`src/rtl/kptbl_pkg.sv`:
```
// kptbl_pkg: request, result and internal operation types for the keyed preset table
// shared by the front, queue, back and top level; depends on nothing
`default_nettype none

package kptbl_pkg;

	typedef enum logic [1:0] {
		CMD_BLOB  = 2'd0,
		CMD_SET   = 2'd1,
		CMD_GET   = 2'd2,
		CMD_CLEAR = 2'd3
	} cmd_code_t;

	localparam logic RES_STATUS = 1'b0;
	localparam logic RES_GET    = 1'b1;

	localparam logic [7:0] BLOB_VERSION = 8'h01;
	localparam logic [7:0] BLOB_END_KEY = 8'hFF;

	// value bytes that count per record, capped by the 32-bit value word
	localparam int VALUE_BYTES     = 4;
	localparam int MAX_VALUE_BYTES = 4;
	localparam int EFF_VALUE_BYTES =
		(VALUE_BYTES < MAX_VALUE_BYTES) ? VALUE_BYTES : MAX_VALUE_BYTES;

	localparam int QUEUE_DEPTH = 4;

	typedef struct packed {
		cmd_code_t          command;
		logic [7:0]         key;
		logic [7:0]         blob_byte;
		logic               blob_last;
		logic signed [31:0] set_value;
		logic [7:0]         set_length;
	} cmd_t;

	typedef struct packed {
		logic               result_kind;
		logic               load_ok;
		logic signed [31:0] entry_value;
		logic               entry_present;
		logic [7:0]         entry_length;
	} rsp_t;

	// one classified operation for the back part; write or clear runs before read or status
	typedef struct packed {
		logic        do_clear;
		logic        do_write;
		logic        do_read;
		logic        do_status;
		logic        status_ok;
		logic [7:0]  key;
		logic [31:0] value;
		logic [7:0]  length;
	} op_t;

endpackage

`default_nettype wire

```
`src/rtl/kptbl_front.sv`:
```
// kptbl_front: accepts requests, runs the blob parser and emits table operations
// depends on kptbl_pkg
`default_nettype none

module kptbl_front (
	input  logic             clk,
	input  logic             arst_n,
	input  logic             cmd_valid,
	output logic             cmd_stall,
	input  kptbl_pkg::cmd_t  cmd,
	input  logic             q_full,
	output logic             q_push,
	output kptbl_pkg::op_t   q_op
);
	import kptbl_pkg::*;

	typedef enum logic [2:0] {
		PH_VERSION = 3'd0,
		PH_SECOND  = 3'd1,
		PH_KEY     = 3'd2,
		PH_LENGTH  = 3'd3,
		PH_VALUE   = 3'd4,
		PH_DRAIN   = 3'd5
	} phase_t;

	phase_t      phase_q, phase_n;
	logic [7:0]  rec_key_q, rec_key_n;
	logic [7:0]  rec_len_q, rec_len_n;
	logic [7:0]  taken_q, taken_n;
	logic [31:0] acc_q, acc_n;
	logic        failed_q, failed_n;
	logic        accept;
	logic        blob_upd;
	op_t         op;

	always_comb begin
		accept   = cmd_valid && !q_full;
		phase_n  = phase_q;
		rec_key_n = rec_key_q;
		rec_len_n = rec_len_q;
		taken_n  = taken_q;
		acc_n    = acc_q;
		failed_n = failed_q;
		op       = '0;
		blob_upd = 1'b0;
		unique case (cmd.command)
			CMD_BLOB: begin
				blob_upd = 1'b1;
				unique case (phase_q)
					PH_VERSION: begin
						failed_n = (cmd.blob_byte != BLOB_VERSION) || cmd.blob_last;
						phase_n  = PH_SECOND;
					end
					PH_SECOND, PH_KEY: begin
						// table is wiped at the second byte, whatever the version said
						if (phase_q == PH_SECOND) begin
							op.do_clear = 1'b1;
						end
						if (phase_q == PH_SECOND && failed_q) begin
							phase_n = PH_DRAIN;
						end else if (cmd.blob_byte == BLOB_END_KEY) begin
							phase_n = PH_DRAIN;
						end else begin
							rec_key_n = cmd.blob_byte;
							phase_n   = PH_LENGTH;
							if (cmd.blob_last) begin
								failed_n = 1'b1;
							end
						end
					end
					PH_LENGTH: begin
						rec_len_n = cmd.blob_byte;
						taken_n   = 8'd0;
						acc_n     = 32'd0;
						if (cmd.blob_byte == 8'd0) begin
							// empty record stored at once
							op.do_write = 1'b1;
							op.key      = rec_key_q;
							phase_n     = PH_KEY;
						end else begin
							phase_n = PH_VALUE;
							if (cmd.blob_last) begin
								failed_n = 1'b1;
							end
						end
					end
					PH_VALUE: begin
						taken_n = taken_q + 8'd1;
						if (taken_q < 8'(EFF_VALUE_BYTES)) begin
							acc_n = acc_q | (32'(cmd.blob_byte) << {taken_q[1:0], 3'b000});
						end
						if (taken_n == rec_len_q) begin
							op.do_write = 1'b1;
							op.key      = rec_key_q;
							op.value    = acc_n;
							op.length   = rec_len_q;
							phase_n     = PH_KEY;
						end else if (cmd.blob_last) begin
							failed_n = 1'b1;
						end
					end
					default: begin
						// drain and unused codes ignore bytes up to the last one
					end
				endcase
				if (cmd.blob_last) begin
					op.do_status = 1'b1;
					op.status_ok = !failed_n;
					phase_n   = PH_VERSION;
					rec_key_n = 8'd0;
					rec_len_n = 8'd0;
					taken_n   = 8'd0;
					acc_n     = 32'd0;
					failed_n  = 1'b0;
				end
			end
			CMD_SET: begin
				op.do_write = 1'b1;
				op.key      = cmd.key;
				op.value    = cmd.set_value;
				op.length   = cmd.set_length;
			end
			CMD_GET: begin
				op.do_read = 1'b1;
				op.key     = cmd.key;
			end
			CMD_CLEAR: begin
				op.do_clear = 1'b1;
			end
		endcase
	end

	assign cmd_stall = q_full;
	assign q_push    = accept && (op.do_clear || op.do_write || op.do_read || op.do_status);
	assign q_op      = op;

	always_ff @(posedge clk or negedge arst_n) begin
		if (!arst_n) begin
			phase_q   <= PH_VERSION;
			rec_key_q <= 8'd0;
			rec_len_q <= 8'd0;
			taken_q   <= 8'd0;
			acc_q     <= 32'd0;
			failed_q  <= 1'b0;
		end else if (accept && blob_upd) begin
			phase_q   <= phase_n;
			rec_key_q <= rec_key_n;
			rec_len_q <= rec_len_n;
			taken_q   <= taken_n;
			acc_q     <= acc_n;
			failed_q  <= failed_n;
		end
	end

endmodule

`default_nettype wire

```
`config.mk`:
```
export PLATFORM = sky130hd
export DESIGN_NAME = kptbl_front
export DESIGN_NICKNAME = d
export VERILOG_FILES = /design/src/rtl/kptbl_pkg.sv /design/src/rtl/kptbl_front.sv
export SDC_FILE = /design/constraint.sdc
export NUM_CORES = 1
export LEC_CHECK = 0
export BUFFER_PORTS_ARGS = -buffer_cell sky130_fd_sc_hd__buf_2
export CORE_ASPECT_RATIO = 1.75
export CORE_MARGIN = 3
export CORE_UTILIZATION = 50
export CTS_BUF_LIST = sky130_fd_sc_hd__clkbuf_16
export DETAILED_ROUTE_END_ITERATION = 12
export PLACE_DENSITY_LB_ADDON = 0.3
export SYNTH_ARGS = -nofsm -noshare
export SYNTH_HDL_FRONTEND = slang
export SYNTH_SLANG_ARGS = --single-unit
```
`constraint.sdc`:
```
create_clock -name clk -period 2.6 [get_ports clk]
set_input_delay 0.13 -clock clk [delete_from_list [all_inputs] [get_ports clk]]
set_output_delay 0.13 -clock clk [all_outputs]
set_load 0.005 [all_outputs]
```
==> impl_results.md <==
- Final setup TNS: -0.6227 ns
- Reg2Reg Capture Point: acc_q[0]
- Initial Utilization: 0.5209
- Pre-Repair DR Iteration Count: 6
- Top_reg_cell synth: dfrtp_1
- Post-synthesis register bit count: 60
- GRT Residual Overflow: 0
- IO Pins: 118
- Hold Crit Depth: 2
- Arr. time, crit path: 2.53 ns
- FF-to-FF setup slack: 0.16 ns
- P&R area growth vs syn: 28.81%
- Row Count: 41
- Status: finished with violations
- Final non-filler cell total: 641
- Final nets: 619
- EDFF count, synth: 0
- Period utilization: 1.022
- Num CTS Buffers: 9
- # Max-Cap Violations: 0
- Hold Path End: acc_q[3]
- Clk_skew: 0.004917 ns
- Layout Utilization: 0.6710
- GR Util All Layers: 0.2724
- Hold WC Path Type: primary input to flop
- Worst EP required: 2.47 ns
- Port bufs: 117
- Seq/Total Area, Yosys: 0.3929
- Crit path max-delay family: compound AO/OA/AOI/OAI gates
- Crit Path Max Fanout: 13
- Max stage delay on crit path: 0.40 ns
- Yosys top cell area share: 0.3929
- Worst skew pair latency: 0.33 ns
- Post-DP HPWL: 8271 µm
- Vias in the first global route: 3898
- First-pass GRT wire length: 18620 µm
- Setup ws final: -0.05600 ns
- Tot Pwr: 2.764 mW
- Total Wirelength: 11880 µm
- Compound-Gate Fraction of Synth Area: 0.3222
- Measured slew at the worst slew-check pin: 0.8234 ns
- Final setup fails: 27
- Die Height: 121.6 µm
- Most common library cells after synthesis: 65 x a22o_1, 60 x dfrtp_1, 44 x nand2_1
- Startpoint types: flop
- Synth cell types: 46
- Static Leakage: 2.398 nW
- Initial antenna violation count: 0
- Post-route ant nets: 0
- Largest family of logic cells by synthesized area: compound AO/OA/AOI/OAI gates
- Final Wtd Congestion: 0.8923
- PwrDens: 561.5 mW/mm²
- Maximum vdd ir drop: 0.0003441 V
- Post-DP Area: 0.004481 mm²
- Placed Instances: 616
- Synth warn: 0
- Asr flop ratio synth: 1.000
- Drt wl/cell: 18.53 µm
- Area contributors post-synth: dfrtp_1 39%, a22o_1 15%, a21oi_1 5.0%, o21ai_0 4.7%, nand2_1 4.3%
- Hold slack: 0.1807 ns
- Synth Area in XOR/XNOR: 0.02980
- Final min period: 2.656 ns
- Crit-path slowest cell: dfrtp_1
- Pin count of the biggest net entering global routing: 61
- DRT iter0 DRCs: 308
- Worst path depth: 9
- Failing checks: setup timing
- Final instance area: 0.004922 mm²
- Core region area: 0.007336 mm²
- CTS tree: built
- Rel. slew slack: 0.4474
- Syn_area_per_cell: 8.866 µm²
- Post-Synth Adder-Cell Area: 0.01965
- DR vias: 3966
- CP Buf/Inv Count: 2
- Mapped Area: 0.003821 mm²
- Share of cells above drive strength 1: 0.3423
- Post-synthesis mux area share: 0
- Die area: 0.008769 mm²
- Maximum clock path buffer count: 2
- Final slew viol count: 0
- RSZ-0062 raised after global routing: yes
- Worst-path clk slew: 0.05 ns
- CTS Sinks: 60
- Antenna diode count: 0
- Top-count cell post-synth: a22o_1
- Post-Syn Instances: 431
- DRC viols: 0
- Routed vias/inst: 6.187
- Cells on worst reg2reg path: 5
- Place WS: 0.1065 ns
- Hold_sp: cmd[44]
- H-tree lvl count: 3
- Net Count, Synth: 500
- Cell taking the most area after synthesis: dfrtp_1
- Die width: 72.09 µm
- CP Capture Type: output pin
- Max Freq: 376.5 MHz
- Critical path class: flop to output pin
- Synth Area in Simple Gates: 0.1660
- Final-report hold violation count: 0
- FF-to-FF Start: phase_q[2]
- CTS root buf: clkbuf_16
- Crit-path cells: ha_2, and3_4, xnor2_2, o32a_4, a211oi_4, and2_4, buf_8, a32o_2, buf_2
worst max-delay path by stage:
| stage | startpoint | endpoint |
|---|---|---|
| after floorplan | taken_q[0] | q_op[1] |
| final | taken_q[0] | q_op[1] |
| after CTS | taken_q[0] | q_op[1] |
| after global placement | taken_q[0] | q_push |
| after global routing | taken_q[0] | q_push |
| after detailed placement | taken_q[0] | q_op[47] |
report_power, final:
group,switching [mW],internal (mW)
Combinational,0.335,0.265
Clock,0.417,0.629
Sequential,0.100,1.02
Total,0.853,1.91
cells by family after synthesis:
group                      Yosys count
buffers and inverters               58
adders and majority gates            6
and+or+nand+nor                    124
AOI/OAI and AO/OA                  170
xor gates and xnor gates            13
DFF                                 60
layout by cell type, fill, tap and decap left out, types with 2 or more instances in the layout:
master and instances:
a21oi_1 38, a32o_1 4, o21a_1 3, inv_1 21, nor3b_2 2, dfrtp_1 58
nor3_1 5, nand3_1 3, buf_6 3, clkinv_2 4, buf_4 24, xor2_1 2
nand2b_1 12, o21ai_2 2, nor4_1 2, and2_1 3, buf_2 117, a32o_2 6
clkbuf_16 9, o21ai_1 7, nor2_1 26, o31ai_1 6, nand3_2 2, nand4_1 5
ha_1 5, xnor2_2 2, dfrtp_2 2, nand3b_1 2, or4_1 3, and3_1 4
a22o_1 65, nand2_1 43, o21ai_0 29, a211oi_1 3, xnor2_1 8
repair_timing:
item	in CTS	in global routing
gates cloned	1	0
setup endpoints to repair	51	51
hold buffers	1	0
gates resized for setup	23	10
pin swaps	8	7
endpoints found under the hold margin	46	0
buffers inserted	2	5
registers in the layout (all words and copies together), names as in the netlist:
signal / flops
acc_q: 32
rec_key_q: 8
rec_len_q: 8
taken_q: 8
phase_q: 3
failed_q: 1
worst reg2reg max path, stage by stage (launching register included):
cell      delay, ns
dfrtp_1        0.53
or3b_2         0.63
nand2_1        0.17
o21ai_2        0.07
nand2b_1       0.52
a22o_1         0.41
metal layers:
layer	vias up	wire [µm]	GRT usage
li1	1819	-	-
met1	1916	4423	0.3052
met2	190	6186	0.4732
met3	41	727	0.04955
met4	0	537	0.1553
met5	-	0	0
layout make-up:
cell class	instances	area, µm²
clock inverters	7	35.03
clock buffers	9	225.2
well taps	86	107.6
repair buffers	146	824.5
flip-flops and latches	60	1504
fillers	576	2414
multi-input cells	313	2151
inverters	20	75.07
Note: power is estimated with default switching activity, not from simulation.
