<file path="src/rtl/kptbl_pkg.sv">
// kptbl_pkg: request, result and internal operation types for the keyed preset table
// shared by the front, queue, back and top level; depends on nothing
`default_nettype none

package kptbl_pkg;

	typedef enum logic [1:0] {
		CMD_BLOB  = 2'd0,
		CMD_SET   = 2'd1,
		CMD_GET   = 2'd2,
		CMD_CLEAR = 2'd3
	} cmd_code_t;

	localparam logic RES_STATUS = 1'b0;
	localparam logic RES_GET    = 1'b1;

	localparam logic [7:0] BLOB_VERSION = 8'h01;
	localparam logic [7:0] BLOB_END_KEY = 8'hFF;

	// value bytes that count per record, capped by the 32-bit value word
	localparam int VALUE_BYTES     = 4;
	localparam int MAX_VALUE_BYTES = 4;
	localparam int EFF_VALUE_BYTES =
		(VALUE_BYTES < MAX_VALUE_BYTES) ? VALUE_BYTES : MAX_VALUE_BYTES;

	localparam int QUEUE_DEPTH = 4;

	typedef struct packed {
		cmd_code_t          command;
		logic [7:0]         key;
		logic [7:0]         blob_byte;
		logic               blob_last;
		logic signed [31:0] set_value;
		logic [7:0]         set_length;
	} cmd_t;

	typedef struct packed {
		logic               result_kind;
		logic               load_ok;
		logic signed [31:0] entry_value;
		logic               entry_present;
		logic [7:0]         entry_length;
	} rsp_t;

	// one classified operation for the back part; write or clear runs before read or status
	typedef struct packed {
		logic        do_clear;
		logic        do_write;
		logic        do_read;
		logic        do_status;
		logic        status_ok;
		logic [7:0]  key;
		logic [31:0] value;
		logic [7:0]  length;
	} op_t;

endpackage

`default_nettype wire

</file>
<file path="src/rtl/kptbl_queue.sv">
// kptbl_queue: short operation queue between the front and the back part
// depends on kptbl_pkg
`default_nettype none

module kptbl_queue (
	input  logic            clk,
	input  logic            arst_n,
	input  logic            push,
	input  kptbl_pkg::op_t  push_op,
	output logic            full,
	input  logic            pop,
	output kptbl_pkg::op_t  pop_op,
	output logic            empty
);
	import kptbl_pkg::*;

	localparam int PTR_W = $clog2(QUEUE_DEPTH);
	localparam logic [PTR_W:0] DEPTH_CNT = (PTR_W + 1)'(QUEUE_DEPTH);

	op_t              slot_q [QUEUE_DEPTH];
	logic [PTR_W-1:0] wr_ptr_q, rd_ptr_q;
	logic [PTR_W:0]   count_q;
	logic             do_push, do_pop;

	assign full     = (count_q == DEPTH_CNT);
	assign empty    = (count_q == '0);
	assign do_push  = push && !full;
	assign do_pop   = pop && !empty;
	assign pop_op   = slot_q[rd_ptr_q];

	always_ff @(posedge clk or negedge arst_n) begin
		if (!arst_n) begin
			wr_ptr_q <= '0;
			rd_ptr_q <= '0;
			count_q  <= '0;
		end else begin
			if (do_push) begin
				wr_ptr_q <= wr_ptr_q + 1'b1;
			end
			if (do_pop) begin
				rd_ptr_q <= rd_ptr_q + 1'b1;
			end
			if (do_push && !do_pop) begin
				count_q <= count_q + 1'b1;
			end else if (do_pop && !do_push) begin
				count_q <= count_q - 1'b1;
			end
		end
	end

	always_ff @(posedge clk) begin
		if (do_push) begin
			slot_q[wr_ptr_q] <= push_op;
		end
	end

endmodule

`default_nettype wire

</file>
<file path="config.mk">
export PLATFORM = sky130hd
export DESIGN_NAME = kptbl_queue
export DESIGN_NICKNAME = d
export VERILOG_FILES = /design/src/rtl/kptbl_pkg.sv /design/src/rtl/kptbl_queue.sv
export SDC_FILE = /design/constraint.sdc
export NUM_CORES = 1
export LEC_CHECK = 0
export ABC_CLOCK_PERIOD_IN_PS = 3400
export BUFFER_PORTS_ARGS = -buffer_cell sky130_fd_sc_hd__clkbuf_2
export CORE_AREA = 2 2 146 148
export CTS_CLUSTER_DIAMETER = 30
export DETAILED_ROUTE_END_ITERATION = 8
export DIE_AREA = 0 0 148 150
export PLACE_DENSITY_LB_ADDON = 0.15
export SLEW_MARGIN = 20
export SYNTH_ARGS = -nofsm -noshare
export SYNTH_HDL_FRONTEND = slang
export SYNTH_SLANG_ARGS = --single-unit
</file>
<file path="constraint.sdc">
create_clock -name clk -period 3.4 [get_ports clk]
set_clock_uncertainty 0.2 [all_clocks]
set_input_delay 0.34 -clock clk [delete_from_list [all_inputs] [get_ports clk]]
set_output_delay 0.34 -clock clk [all_outputs]
set_load 0.05 [all_outputs]
</file>
==> impl_metrics.prom <==
# TYPE chip_impl_metric gauge
chip_impl_metric{name="placed_cells_incl_taps",unit=""} 697
chip_impl_metric{name="row_count",unit=""} 53
chip_impl_metric{name="clock_buffer_count_from_cts",unit=""} 44
chip_impl_metric{name="ant_nets",unit=""} 0
chip_impl_metric{name="timing.final.crit_period",unit="ps"} 2870
chip_impl_info{name="timing.critical_path.to_type",value="primary output"} 1
chip_impl_metric{name="cap_viol_max_count",unit=""} 0
chip_impl_metric{name="synth.yosys.seq_area_share",unit=""} 0.804
chip_impl_metric{name="port_buffers",unit=""} 111
chip_impl_metric{name="worstSkewPairLatency",unit="ps"} 500
chip_impl_metric{name="design.portCount",unit=""} 112
chip_impl_metric{name="n_fill_cell",unit=""} 1688
chip_impl_metric{name="timing.critical_path.slowest_cell_delay",unit="ps"} 660
chip_impl_info{name="critical-path-slowest-cell",value="sky130_fd_sc_hd__dfrtp_4"} 1
chip_impl_metric{name="r2r_cells",unit=""} 4
chip_impl_metric{name="htree_levels",unit=""} 2
chip_impl_metric{name="clk_pin_slew",unit="ps"} 40
chip_impl_metric{name="postSynthAreaPerCell",unit="µm²"} 26.0
chip_impl_metric{name="final_routed_wirelength",unit="µm"} 15600
chip_impl_metric{name="worst_case_clock_buffer_depth",unit=""} 3
chip_impl_metric{name="grt_pass1_vias",unit=""} 4399
chip_impl_metric{name="worst_ir_drop_vdd",unit="mV"} 0.642
chip_impl_metric{name="tns",unit="ps"} 0
chip_impl_metric{name="post_route_cell_area",unit="mm²"} 0.0111
chip_impl_metric{name="ys_seq_elements",unit=""} 219
chip_impl_metric{name="final_net_count",unit=""} 586
chip_impl_metric{name="flow.area_growth_from_synthesis",unit="%"} 36.4
chip_impl_info{name="mostFrequentLayoutCells",value="sky130_fd_sc_hd__edfxtp_1, sky130_fd_sc_hd__clkbuf_2, sky130_fd_sc_hd__dlygate4sd3_1"} 1
chip_impl_metric{name="globalRoute.totalOverflow",unit=""} 0
chip_impl_metric{name="max_freq",unit="MHz"} 348
chip_impl_info{name="startpoint_type",value="flop"} 1
chip_impl_metric{name="wl_per_cell",unit="µm"} 18.7
chip_impl_metric{name="post_synth_num_cell_types",unit=""} 21
chip_impl_metric{name="tritoncts_num_sinks",unit=""} 219
chip_impl_info{name="cts_root_buffer",value="sky130_fd_sc_hd__clkbuf_16"} 1
chip_impl_metric{name="route.detailed.drc",unit=""} 0
chip_impl_metric{name="multiInputGateArea",unit="mm²"} 0.00144
chip_impl_metric{name="grt_antenna_before_repair",unit=""} 0
chip_impl_metric{name="core",unit="mm²"} 0.0207
chip_impl_metric{name="place.gp.congestion",unit=""} 0.685
chip_impl_metric{name="layout.area.seq",unit="mm²"} 0.00655
chip_impl_metric{name="timing.final.max_slew_violations",unit=""} 0
chip_impl_metric{name="synthesis.nets",unit=""} 376
chip_impl_metric{name="setup_viol",unit=""} 0
chip_impl_metric{name="die_area",unit="mm²"} 0.0222
chip_impl_metric{name="synthesis.area",unit="mm²"} 0.00814
chip_impl_metric{name="report.power.total",unit="mW"} 11.8
chip_impl_metric{name="cp.required",unit="ps"} 2860
chip_impl_metric{name="period_utilization",unit=""} 0.844
chip_impl_metric{name="diodes",unit=""} 0
chip_impl_metric{name="final-hold-violation-count",unit=""} 0
chip_impl_info{name="mostFrequentLayoutCell",value="sky130_fd_sc_hd__edfxtp_1"} 1
chip_impl_metric{name="cp_num_buf_inv",unit=""} 2
chip_impl_info{name="status",value="complete, no violations"} 1
chip_impl_metric{name="max_slew_margin_vs_limit",unit=""} 0.615
chip_impl_metric{name="die_x",unit="µm"} 148
chip_impl_metric{name="layout-drive-gt1-share",unit=""} 0.443
chip_impl_info{name="crit_path_end",value="pop_op[37]"} 1
chip_impl_info{name="hold_path_class",value="input pin to async pin"} 1
chip_impl_metric{name="post_layout_nonfiller_instances",unit=""} 833
chip_impl_metric{name="hpwl",unit="µm"} 9030
chip_impl_metric{name="worst_pin_slew",unit="ps"} 576
chip_impl_metric{name="final.hold.worst_slack",unit="ps"} 12.0
chip_impl_metric{name="postSynthCellCount",unit=""} 313
chip_impl_metric{name="firstDrtPassIters",unit=""} 4
chip_impl_metric{name="vias_per_cell",unit=""} 4.79
chip_impl_metric{name="route.vias.total",unit=""} 3986
chip_impl_metric{name="synthesis.yosys.warnings",unit=""} 0
chip_impl_metric{name="maximum_number_of_pins_on_one_net_before_global_route_repair",unit=""} 45
chip_impl_metric{name="grt_first_pass_wirelength",unit="µm"} 23900
chip_impl_info{name="rr_endpoint",value="slot_q[2][17]$_DFFE_PP_"} 1
chip_impl_info{name="rsz_0062_raised_after_global_routing",value="no"} 1
chip_impl_metric{name="crit_cells",unit=""} 3
chip_impl_metric{name="leakage",unit="nW"} 4.01
chip_impl_metric{name="global_route.usage.total",unit=""} 0.143
chip_impl_metric{name="worst_ep_arrival_time",unit="ps"} 2330
chip_impl_info{name="worst_path_dominant_cell_family",value="flip-flops"} 1
chip_impl_metric{name="start_util",unit=""} 0.393
chip_impl_metric{name="power_density",unit="mW/mm²"} 1070
chip_impl_info{name="crit-reg2reg-launch",value="count_q[2]$_DFFE_PN0P_"} 1
chip_impl_metric{name="critical_path.max_fanout",unit=""} 19
chip_impl_info{name="cp-startpoint",value="rd_ptr_q[0]$_DFFE_PN0P_"} 1
chip_impl_info{name="critPathKind",value="flop to primary output"} 1
chip_impl_metric{name="worst-r2r-setup-slack",unit="ps"} 870
chip_impl_metric{name="die_h",unit="µm"} 150
chip_impl_info{name="cell_by_cell_listing_of_the_critical_path",value="buf_4 -> mux4_1 -> clkbuf_2"} 1
chip_impl_metric{name="initialDrtViolationCount",unit=""} 121
chip_impl_metric{name="placed_area",unit="mm²"} 0.00906
chip_impl_info{name="cts_tree",value="yes"} 1
==> per-layer routing <==
| metal | GRT usage | routed length (µm) | part of all wire | vias to the layer above |
|---|---|---|---|---|
| li1 | - | - | - | 1780 |
| met1 | 0.180 | 6690 | 0.43 | 2078 |
| met2 | 0.241 | 7870 | 0.50 | 109 |
| met3 | 0.0415 | 806 | 0.052 | 19 |
| met4 | 0.0462 | 223 | 0.014 | 0 |
| met5 | 0 | 0 | 0 | - |
==> stage by stage <==
stage	utilization	worst slack, ps
floorplan	-	578
global placement	0.438	857
detailed placement	0.438	838
CTS	0.537	455
global route	0.537	385
finish	0.537	530
==> power by group <==
group | internal (mW) | total (mW) | leakage (nW) | switching, mW
Clock | 2.93 | 4.22 | 0.732 | 1.29
Sequential | 3.58 | 3.80 | 2.02 | 0.217
Combinational | 1.21 | 3.82 | 1.25 | 2.62
==> synth_stat cells <==
cell,n,share of area
sky130_fd_sc_hd__inv_1,4,0.0018
sky130_fd_sc_hd__and2_1,4,0.0031
sky130_fd_sc_hd__mux2_2,1,0.0014
sky130_fd_sc_hd__nand3_1,1,0.00061
sky130_fd_sc_hd__nor2_1,1,0.00046
sky130_fd_sc_hd__nor3b_2,1,0.0015
sky130_fd_sc_hd__nor2b_1,1,0.00077
sky130_fd_sc_hd__mux4_2,48,0.13
sky130_fd_sc_hd__ha_1,5,0.0077
sky130_fd_sc_hd__nand2_1,1,0.00046
sky130_fd_sc_hd__xor2_1,2,0.0022
sky130_fd_sc_hd__edfxtp_1,212,0.78
sky130_fd_sc_hd__xnor2_1,4,0.0043
sky130_fd_sc_hd__dfrtp_1,7,0.022
sky130_fd_sc_hd__mux2_4,1,0.0018
sky130_fd_sc_hd__buf_2,7,0.0043
sky130_fd_sc_hd__buf_12,5,0.012
sky130_fd_sc_hd__mux4_1,5,0.016
sky130_fd_sc_hd__fa_1,1,0.0025
sky130_fd_sc_hd__buf_6,1,0.0014
sky130_fd_sc_hd__or3_1,1,0.00077
==> state kept, by name (all words and copies together) (netlist names) <==
register	flops
slot_q	212
count_q	3
rd_ptr_q	2
wr_ptr_q	2
==> area by class of cell <==
cell class / instances / area share
well taps: 275 / 0.0310
clock buffers: 51 / 0.103
repair buffers: 177 / 0.114
multi-input cells: 77 / 0.130
inverters: 4 / 0.00135
clock inverters: 30 / 0.0308
flip-flops and latches: 219 / 0.590
==> worst min path at each step <==
stage,from,cells past startpoint,end
after floorplan,arst_n,0,count_q[0]$_DFFE_PN0P_
after global placement,arst_n,1,count_q[2]$_DFFE_PN0P_
after detailed placement,arst_n,1,count_q[2]$_DFFE_PN0P_
after CTS,arst_n,2,rd_ptr_q[1]$_DFFE_PN0P_
after global routing,arst_n,2,rd_ptr_q[0]$_DFFE_PN0P_
final,arst_n,2,count_q[2]$_DFFE_PN0P_
==> cell families (layout without fill, tap and decap cells) <==
family,after synthesis,count (layout),share of synthesized area
XOR/XNOR,6,6,0.00646
adder cells (fa/ha/maj),6,6,0.0101
buffers and inverters,17,262,0.0198
flip-flops,219,219,0.804
multiplexers,55,55,0.152
AND/OR/NAND/NOR,10,10,0.00769
==> what timing repair did <==
item / CTS / global route
buffers inserted: 0 / 0
hold buffers: 55 / 0
endpoints found under the hold margin: 221 / 0
gates resized for setup: 0 / 0
endpoints found under the setup margin: 0 / 0
Note: power is estimated with default switching activity, not from simulation.
